$ cat config.mk
export PLATFORM = sky130hd
export DESIGN_NAME = split_variable_reuse_penalty
export DESIGN_NICKNAME = d
export VERILOG_FILES = /design/src/svrp_pkg.sv /design/src/svrp_mul.sv /design/src/split_variable_reuse_penalty.sv
export SDC_FILE = /design/constraint.sdc
export NUM_CORES = 1
export LEC_CHECK = 0
export BUFFER_PORTS_ARGS = -buffer_cell sky130_fd_sc_hd__buf_2
export CORE_UTILIZATION = 47
export CTS_BUF_LIST = sky130_fd_sc_hd__clkbuf_4 sky130_fd_sc_hd__clkbuf_8 sky130_fd_sc_hd__clkbuf_16
export CTS_CLUSTER_SIZE = 20
export DETAILED_ROUTE_END_ITERATION = 16
export GPL_TIMING_DRIVEN = 1
export PLACE_DENSITY = 0.73
export SYNTH_ARGS = -nofsm -noshare
export SYNTH_HDL_FRONTEND = slang
export SYNTH_SLANG_ARGS = --single-unit
export TNS_END_PERCENT = 50
$ cat constraint.sdc
create_clock -name clk_i -period 7.39 [get_ports clk_i]
set_input_delay 1.1085 -clock clk_i [delete_from_list [all_inputs] [get_ports clk_i]]
set_output_delay 1.1085 -clock clk_i [all_outputs]
set_load 0.05 [all_outputs]
$ cat src/svrp_pkg.sv
// ----------------------------------------------------------------------------
// svrp_pkg: shared types and constants
// Fixed field widths, Q0.16 constants, register indexes and penalty modes.
// ----------------------------------------------------------------------------
`timescale 1ns / 1ps

package svrp_pkg;

  localparam int unsigned VarW    = 10;  // variable index width
  localparam int unsigned WeightW = 17;  // Q0.16 weight, 1.0 included
  localparam int unsigned SumW    = 22;  // Q6.16 running sum
  localparam int unsigned PenW    = 17;  // Q0.16 penalty
  localparam int unsigned CfgIdxW = 1;
  localparam int unsigned CfgW    = 17;

  localparam int unsigned DefMaxDepth = 32;

  localparam logic [WeightW-1:0] OneQ16 = WeightW'(65536);

  // register indexes
  localparam logic [CfgIdxW-1:0] RegPenaltyMode = 1'b0;
  localparam logic [CfgIdxW-1:0] RegWeight      = 1'b1;

  typedef enum logic [1:0] {
    MODE_NONE = 2'd0,
    MODE_NEW  = 2'd1,
    MODE_EMA  = 2'd2,
    MODE_RSVD = 2'd3
  } mode_e;

  // operand select for the shared multiplier
  typedef struct packed {
    logic en;       // capture a new product
    logic use_wt;   // 1: sum * w, 0: sum * (1 - w)
  } mul_ctrl_t;

endpackage

$ cat src/svrp_mul.sv
// ----------------------------------------------------------------------------
// svrp_mul: shared multiplier
// Multiplies the running sum by w or by (1 - w); product is registered.
// ----------------------------------------------------------------------------
`timescale 1ns / 1ps

module svrp_mul #(
  parameter int unsigned AW = svrp_pkg::SumW,
  parameter int unsigned BW = svrp_pkg::WeightW
) (
  input  logic                 clk_i,
  input  logic                 rst_ni,
  input  svrp_pkg::mul_ctrl_t  ctrl_i,
  input  logic [AW-1:0]        sum_i,
  input  logic [BW-1:0]        weight_i,   // already saturated to 1.0
  output logic [AW+BW-1:0]     prod_o
);

  logic [BW-1:0]    b_op;
  logic [AW+BW-1:0] prod_d, prod_q;

  assign b_op   = ctrl_i.use_wt ? weight_i : (svrp_pkg::OneQ16 - weight_i);
  assign prod_d = (AW+BW)'(sum_i) * (AW+BW)'(b_op);

  always_ff @(posedge clk_i or negedge rst_ni) begin
    if (!rst_ni) begin
      prod_q <= '0;
    end else if (ctrl_i.en) begin
      prod_q <= prod_d;
    end
  end

  assign prod_o = prod_q;

endmodule

$ cat src/split_variable_reuse_penalty.sv
// ----------------------------------------------------------------------------
// split_variable_reuse_penalty: split penalty for a candidate variable
// Streams the variables used along a branch and returns the reuse penalty
// of the candidate on the last transaction of each query.
// ----------------------------------------------------------------------------
//  channel  | dir | tdata (low bit first)          | tuser      | tlast
//  s_axis   | in  | query_var[9:0], path_var[19:10] | path_empty | last
//  m_axis   | out | penalty[16:0]                  | -          | -
//  cfg      | in  | we / idx / data: 0 penalty_mode, 1 weight
//
//  States: a path entry passes ST_IDLE (accept) and ST_ACC (accumulate),
//  using the single shared multiplier. A last entry passes ST_IDLE, ST_ACC,
//  ST_FIN (final multiply) and ST_RES (result). An empty or over-depth
//  entry passes ST_IDLE only, plus ST_FIN and ST_RES when it is last.
//  Reset clears the sum, match flag, entry count and output register.
//  s_axis_tready is low while a transaction is being processed; a result
//  waits in the output register, and a query can run meanwhile, stalling
//  only at its own result until the previous one is taken.
// ----------------------------------------------------------------------------
`timescale 1ns / 1ps

module split_variable_reuse_penalty #(
  parameter int unsigned PATH_DEPTH = svrp_pkg::DefMaxDepth
) (
  input  logic                          clk_i,
  input  logic                          rst_ni,
  // input stream
  input  logic                          s_axis_tvalid,
  output logic                          s_axis_tready,
  input  logic [23:0]                   s_axis_tdata,  // query_var, path_var, pad
  input  logic                          s_axis_tuser,  // path_empty
  input  logic                          s_axis_tlast,  // last
  // result stream
  output logic                          m_axis_tvalid,
  input  logic                          m_axis_tready,
  output logic [23:0]                   m_axis_tdata,  // penalty, pad
  // configuration
  input  logic                          cfg_we_i,
  input  logic [svrp_pkg::CfgIdxW-1:0]  cfg_idx_i,
  input  logic [svrp_pkg::CfgW-1:0]     cfg_data_i
);

  localparam int unsigned CntW  = $clog2(PATH_DEPTH + 1);
  localparam int unsigned SumW  = svrp_pkg::SumW;
  localparam int unsigned WW    = svrp_pkg::WeightW;
  localparam int unsigned ProdW = SumW + WW;

  typedef enum logic [1:0] {
    ST_IDLE,   // wait for a transaction, launch the step multiply
    ST_ACC,    // fold product into the running sum
    ST_FIN,    // launch w * sum
    ST_RES     // form the penalty, hand it to the output register
  } state_e;

  // configuration registers
  svrp_pkg::mode_e mode_q;
  logic [WW-1:0]   weight_q;
  logic [WW-1:0]   w_eff;

  always_ff @(posedge clk_i or negedge rst_ni) begin
    if (!rst_ni) begin
      mode_q   <= svrp_pkg::MODE_NONE;
      weight_q <= '0;
    end else if (cfg_we_i) begin
      unique case (cfg_idx_i)
        svrp_pkg::RegPenaltyMode: mode_q   <= svrp_pkg::mode_e'(cfg_data_i[1:0]);
        svrp_pkg::RegWeight:      weight_q <= cfg_data_i[WW-1:0];
        default: ;
      endcase
    end
  end

  // weight above 1.0 acts as 1.0
  assign w_eff = (weight_q > svrp_pkg::OneQ16) ? svrp_pkg::OneQ16 : weight_q;

  // input fields
  logic [svrp_pkg::VarW-1:0] query_var, path_var;
  assign query_var = s_axis_tdata[9:0];
  assign path_var  = s_axis_tdata[19:10];

  state_e               state_q, state_d;
  logic [SumW-1:0]      sum_q, sum_d;
  logic                 seen_q, seen_d;
  logic [CntW-1:0]      cnt_q, cnt_d;
  logic                 used_q, used_d;
  logic                 last_q, last_d;
  logic                 ovld_q, ovld_d;
  logic [svrp_pkg::PenW-1:0] open_q, open_d;

  logic                 in_acc, take, out_free;
  svrp_pkg::mul_ctrl_t  mul_ctrl;
  logic [ProdW-1:0]     prod;
  logic [ProdW-17:0]    prod_hi;      // product >> 16
  logic [SumW+1:0]      sum_ext;
  logic [svrp_pkg::PenW-1:0] pen;

  assign s_axis_tready = (state_q == ST_IDLE);
  assign in_acc   = s_axis_tvalid && s_axis_tready;
  assign take     = !s_axis_tuser && (cnt_q < CntW'(PATH_DEPTH));
  assign out_free = !ovld_q || m_axis_tready;

  always_comb begin
    mul_ctrl.en     = (in_acc && take) || (state_q == ST_FIN);
    mul_ctrl.use_wt = (state_q == ST_FIN);
  end

  svrp_mul #(.AW(SumW), .BW(WW)) u_mul (
    .clk_i    (clk_i),
    .rst_ni   (rst_ni),
    .ctrl_i   (mul_ctrl),
    .sum_i    (sum_q),
    .weight_i (w_eff),
    .prod_o   (prod)
  );

  assign prod_hi = prod[ProdW-1:16];
  // floor(s*(1-w)) plus one for a fresh variable
  assign sum_ext = (SumW+2)'(prod_hi) + (used_q ? '0 : (SumW+2)'(svrp_pkg::OneQ16));

  always_comb begin
    pen = '0;
    if (cnt_q != '0) begin
      unique case (mode_q)
        svrp_pkg::MODE_NEW: pen = seen_q ? '0 : w_eff;
        svrp_pkg::MODE_EMA: pen = (prod_hi > (ProdW-16)'(svrp_pkg::OneQ16))
                                  ? svrp_pkg::OneQ16 : prod_hi[svrp_pkg::PenW-1:0];
        default:            pen = '0;
      endcase
    end
  end

  always_comb begin
    state_d = state_q;
    sum_d   = sum_q;
    seen_d  = seen_q;
    cnt_d   = cnt_q;
    used_d  = used_q;
    last_d  = last_q;
    ovld_d  = ovld_q && !m_axis_tready;
    open_d  = open_q;
    unique case (state_q)
      ST_IDLE: begin
        if (in_acc) begin
          used_d = (path_var == query_var);
          last_d = s_axis_tlast;
          if (take)              state_d = ST_ACC;
          else if (s_axis_tlast) state_d = ST_FIN;
        end
      end
      ST_ACC: begin
        sum_d   = sum_ext[SumW-1:0];
        seen_d  = seen_q || used_q;
        cnt_d   = cnt_q + CntW'(1);
        state_d = last_q ? ST_FIN : ST_IDLE;
      end
      ST_FIN: state_d = ST_RES;
      ST_RES: begin
        if (out_free) begin
          ovld_d  = 1'b1;
          open_d  = pen;
          sum_d   = '0;
          seen_d  = 1'b0;
          cnt_d   = '0;
          state_d = ST_IDLE;
        end
      end
      default: state_d = ST_IDLE;
    endcase
  end

  always_ff @(posedge clk_i or negedge rst_ni) begin
    if (!rst_ni) begin
      state_q <= ST_IDLE;
      sum_q   <= '0;
      seen_q  <= 1'b0;
      cnt_q   <= '0;
      used_q  <= 1'b0;
      last_q  <= 1'b0;
      ovld_q  <= 1'b0;
      open_q  <= '0;
    end else begin
      state_q <= state_d;
      sum_q   <= sum_d;
      seen_q  <= seen_d;
      cnt_q   <= cnt_d;
      used_q  <= used_d;
      last_q  <= last_d;
      ovld_q  <= ovld_d;
      open_q  <= open_d;
    end
  end

  assign m_axis_tvalid = ovld_q;
  assign m_axis_tdata  = {7'd0, open_q};

  // --------------------------------------------------------------------------
  // assertions
  // --------------------------------------------------------------------------
  a_cnt_bound: assert property (@(posedge clk_i) disable iff (!rst_ni)
    cnt_q <= CntW'(PATH_DEPTH))
    else $error("entry count past max depth");

  a_seen_cnt: assert property (@(posedge clk_i) disable iff (!rst_ni)
    seen_q |-> (cnt_q != '0))
    else $error("match flag set with no entries");

  a_pen_range: assert property (@(posedge clk_i) disable iff (!rst_ni)
    m_axis_tvalid |-> (open_q <= svrp_pkg::OneQ16))
    else $error("penalty above one");

  a_clear: assert property (@(posedge clk_i) disable iff (!rst_ni)
    (state_q == ST_RES && out_free) |=>
      (sum_q == '0 && cnt_q == '0 && !seen_q && state_q == ST_IDLE))
    else $error("query state not cleared after result");

endmodule

# Yosys cells after proc, flatten, opt, wreduce, memory -nomap -nowiden
# Cells that the tools add are included.
# word_totals
register_bits	109
input_bits	49
out_inout_bits	26
word_cells	68
# op_classes
add_sub_neg	3
multipliers	1
n_lt_le_gt_ge	3
eq_ne	9
mux	21
bitwise_logic	1
reduce_logical	19
# op_table
cell	n
$mux 17	6
$pmux 22 s2	1
$mul 22x17->39	1
$pmux 17 s2	1
$gt 23x17->1 const B	1
$add 22x17->22	1
$mux 22	1
$gt 17x17->1 const B	1
$sub 17x17->17 const A	1
$pmux 6 s2	1
$eq 10x10->1	1
$mux 2	5
$reduce_and 2->1	5
$pmux 2 s4	1
$add 6x1->6 const B	1
$eq 2x2->1 const B	3
$lt 6x6->1 const B	1
$mux 6	1
$reduce_bool 6->1	1
$eq 2x1->1 const B	2
$logic_and 1x1->1	4
$logic_not 1->1	3
$logic_or 1x1->1	3
$mux 1	3
8 further kinds	8

# Depth between registers and ports, before layout
# depth
word_depth	5
ltp_mapped	31
mapped_depth_nobuf	28

# Hierarchy
# From an unflattened synthesis, not the netlist that was laid out.
# unflattened
cells_unflattened	1978
area_unflattened_um2	17584.4
# modules_own_cells
module	instances	cells_per_inst	area_per_inst_um2	seq_area_each_um2
svrp_mul	1	1606	13940.9	975.9
split_variable_reuse_penalty	1	372	3643.5	1751.7

# Least setup slack after synthesis
# Ideal clock, no wire load.
# synth_timing
kind	register to register
from	register weight_q[2]
to	register u_mul.prod_q[35] (netlist: u_mul.prod_o[35])
setup_ns	0.126
arrival_time_ns	7.198
required_ns	7.264
slack_ns	0.066
stages_incl_launch_ff	29
path_buffers	3
synth_period_minus_slack_ns	7.324
path_cell_list	dfrtp_1 or4_4 nor4b_4 nand3_1 and2_1 buf_2 nor2_1 buf_2 nand2_1 fa_1 inv_1 fa_1 inv_1 fa_1 inv_1 fa_1 fa_1 inv_1 fa_1 inv_1 ha_1 clkbuf_1 a21oi_1 o21ai_1 a311oi_1 nand3b_1 o21ai_1 o21ai_0 a221o_1
# synth_via
elab_chain_cells	5
# synth_lines
item	line	rtl
start, declared	split_variable_reuse_penalty.sv:57	logic [WW-1:0] weight_q;
start signal, assigned	split_variable_reuse_penalty.sv:67	svrp_pkg::RegWeight: weight_q <= cfg_data_i[WW-1:0];
$gt 17x17->1	split_variable_reuse_penalty.sv:74	assign w_eff = (weight_q > svrp_pkg::OneQ16) ? svrp_pkg::OneQ16 : weight_q;
$mux 17 *	split_variable_reuse_penalty.sv:74	
$sub 17x17->17	svrp_mul.sv:22	assign b_op = ctrl_i.use_wt ? weight_i : (svrp_pkg::OneQ16 - weight_i);
$mux 17 *	svrp_mul.sv:22	
$mul 22x17->39 *	svrp_mul.sv:23	assign prod_d = (AW+BW)'(sum_i) * (AW+BW)'(b_op);
end signal, assigned	svrp_mul.sv:29	prod_q <= prod_d;
end, declared	svrp_mul.sv:20	logic [AW+BW-1:0] prod_d, prod_q;
# Mark *: on every way between the ends. The rest lies on a longest branch, timed or not.
# A chain may end at the register's enable or synchronous reset.

# Worst setup path after layout
# layout_timing
from	register weight_q[5]
to	register u_mul.prod_q[35] (netlist: u_mul.prod_o[35])
# Same word-level chain as after synthesis.

==> results.yml <==
run_status:
  outcome: "complete, but fails checks"
  violations: "setup timing"
clocking:
  cts_tree: "done"
  cts_buffer_depth: 2
  clock_latency_ps: 350
  cts_buffers: 9
  htree_levels: 3
  clkTransAtPathRegs_ps: 60
  cts_hold_buf: 0
  clkSinkCount: 93
  root_buffer: "clkbuf_16"
floorplan:
  fp.dieArea_um2: 35800
  start_util: 0.477
  rows: 68
  core_um2: 34500
  ios: 75
  die_x_um: 189
  die_h_um: 189
timing:
  fmax_mhz: 133
  layout_setup_ws_ps: -143
  setup_viol: 10
  setup_tns_ps: -578
  finClkSkew_ps: 8.56
  fin_crit_sh: 1.02
  period_needed_ps: 7530
  slew_viol_final: 0
  rsz0062_at_grt: "true"
  maxSlewHeadroom: 0.170
  worst_pin_slew_ps: 1240
  finalHoldViolCount: 0
synth:
  syn_inst: 1836
  netlist_top_cells_area: "fa_1 (36%), dfrtp_1 (14%), ha_1 (9.0%)"
  synth_edf_count: 0
  synth_top_family_by_area: "adder cells"
  synth_mux_area_frac: 0.0130
  synth-xor-area-share: 0.0191
  synth-seq-cells: 93
  yosysUniqueCellTypes: 70
  synth_largest_area_cell: "fa_1"
  yosys_warnings: 0
  synth_seq_area_share: 0.141
  yosys.area_share.simple: 0.163
  synthArstFlopShare: 1.00
  synth_compound_area_frac: 0.0949
  synth_top_area_share: 0.361
  synth_adder_area_share: 0.450
  netlist_area_um2: 16500
  avgSynthCellArea_um2: 8.98
  synth_ff_type: "dfrtp_1"
job:
  maxCapViolations: 0
global_routing:
  grt_pass1_vias: 14200
  antenna_found_initial: 1
  grt.total_usage: 0.250
  gr-total-overflow: 0
  grt_max_degree: 91
  grt_pass1_wl_um: 70800
layout:
  area_growth_pct: 16.0
  layout-drive-gt1-share: 0.180
  fin_nets: 2435
  final_cells: 2429
  n_antenna_cell: 0
drt:
  drt_iter0_drc: 898
  drtPass1Iterations: 6
  viasPerCell: 5.43
  wl_um: 42700
  routed-via-count: 13200
  detail-route-antenna-nets: 0
  post-route-drc-count: 0
  wl_per_cell_um: 17.6
setup_path:
  crit_top_cell: "fa_1"
  path_class: "reg -> reg"
  crit_required_ps: 7610
  cp.arrival_ps: 7750
  worst_setup_path_start_kind: "flop"
  critPathSlowestCell: "or4_4"
  cp_slowest_stage_delay_ps: 570
  end_kind: "flop"
  cp_max_fo: 16
place:
  port_buffers: 63
  dp_hpwl_um: 33000
  dpl.cell_count: 2400
  place.gp.congestion: 0.943
min_path:
  hold_path_class: "reg -> reg"
[logic make-up after synthesis]
kind of cell | Yosys count
AOI/OAI and AO/OA | 214
xor gates and xnor gates | 36
adders and majority gates | 415
buffers and inverters | 497
DFF | 93
muxes | 19
other | 1
and+or+nand+nor | 561
[path summary, 6_finish.rpt]
check / start / endpoint / slack, ps / cells after the start
worst max-delay path: weight_q[5] / u_mul.prod_o[35] / -140 / 28
worst min-delay path: open_q[16] / open_q[16] / 470 / 1
worst max register to register: weight_q[5] / u_mul.prod_o[35] / -140 / 28
worst min register to register: open_q[16] / open_q[16] / 470 / 1
max in group asynchronous: rst_ni / sum_q[5] / 5570 / 2
min in group asynchronous: rst_ni / m_axis_tvalid / 550 / 1
[per-layer routing]
| layer | vias to the layer above | routed length [um] | GRT usage |
|---|---|---|---|
| met4 | 0 | 1350 | 0.0782 |
| met3 | 109 | 2260 | 0.0293 |
| met5 | - | 0 | 0 |
| met1 | 6738 | 16900 | 0.313 |
| met2 | 430 | 22200 | 0.448 |
| li1 | 5920 | - | - |
[layout make-up]
class                      count  area (um2)
tap                          455         569
clock buffer                  12         254
fill                        3003       15400
sequential                    93        2330
multi-input combinational   1252       12700
timing repair buffer         226        1800
clock inverter                 2        35.0
inverter                     389        1460
[worst max-delay path, delay by kind of cell, from the launching register on]
| kind | cells | cell delay, ps |
|---|---|---|
| AND/OR/NAND/NOR | 9 | 1930 |
| buffers and inverters | 7 | 710 |
| flip-flops | 1 | 380 |
| AO/OA/AOI/OAI | 5 | 1160 |
| adder cells (fa/ha/maj) | 7 | 3220 |
[per-stage QoR]
stage               instance area (um2)   util  worst slack [ps]  hold slack (ps)
floorplan                         16500      -              65.6              468
global route                      19100  0.554              -309              509
CTS                               18900  0.548             -98.5              474
global placement                  18200  0.527              -170              456
finish                            19100  0.554              -143              470
detailed placement                18200  0.527              -290              461
[synthesized netlist by cell type (all sizes together), types with 25 or more instances]
| library cell | number |
|---|---|
| inv | 389 |
| buf | 54 |
| ha | 118 |
| a21o | 25 |
| a21oi | 47 |
| fa | 297 |
| dfrtp | 93 |
| and2 | 131 |
| o21ai | 34 |
| nand2 | 303 |
| clkbuf | 54 |
| nor2 | 42 |
[registers in the layout, summed over array words and instances, names as in the netlist]
signal,count
seen_q,1
u_mul.prod_o,23
mode_q,2
last_q,1
open_q,17
weight_q,17
m_axis_tvalid,1
cnt_q,6
state_q,2
sum_q,22
used_q,1
[cells in the final DEF (no fill, tap or decap), types with 35 or more instances in the layout]
cell type	Yosys	final
a21oi_1	47	37
buf_4	11	139
buf_2	24	62
dfrtp_1	93	93
fa_1	297	293
inv_1	389	387
nor2_1	40	35
nand2_1	302	297
and2_1	120	119
ha_1	118	109
[repair_timing]
item | CTS | global route
cloned | 1 | 1
endpoints found under the hold margin | 0 | 0
buffers inserted | 11 | 2
gates resized for setup | 74 | 31
pin swaps | 31 | 14
setup endpoints to repair | 18 | 20
Power is not shown: default switching activity piles up to over one toggle a cycle in this logic, so the estimate is an artifact.
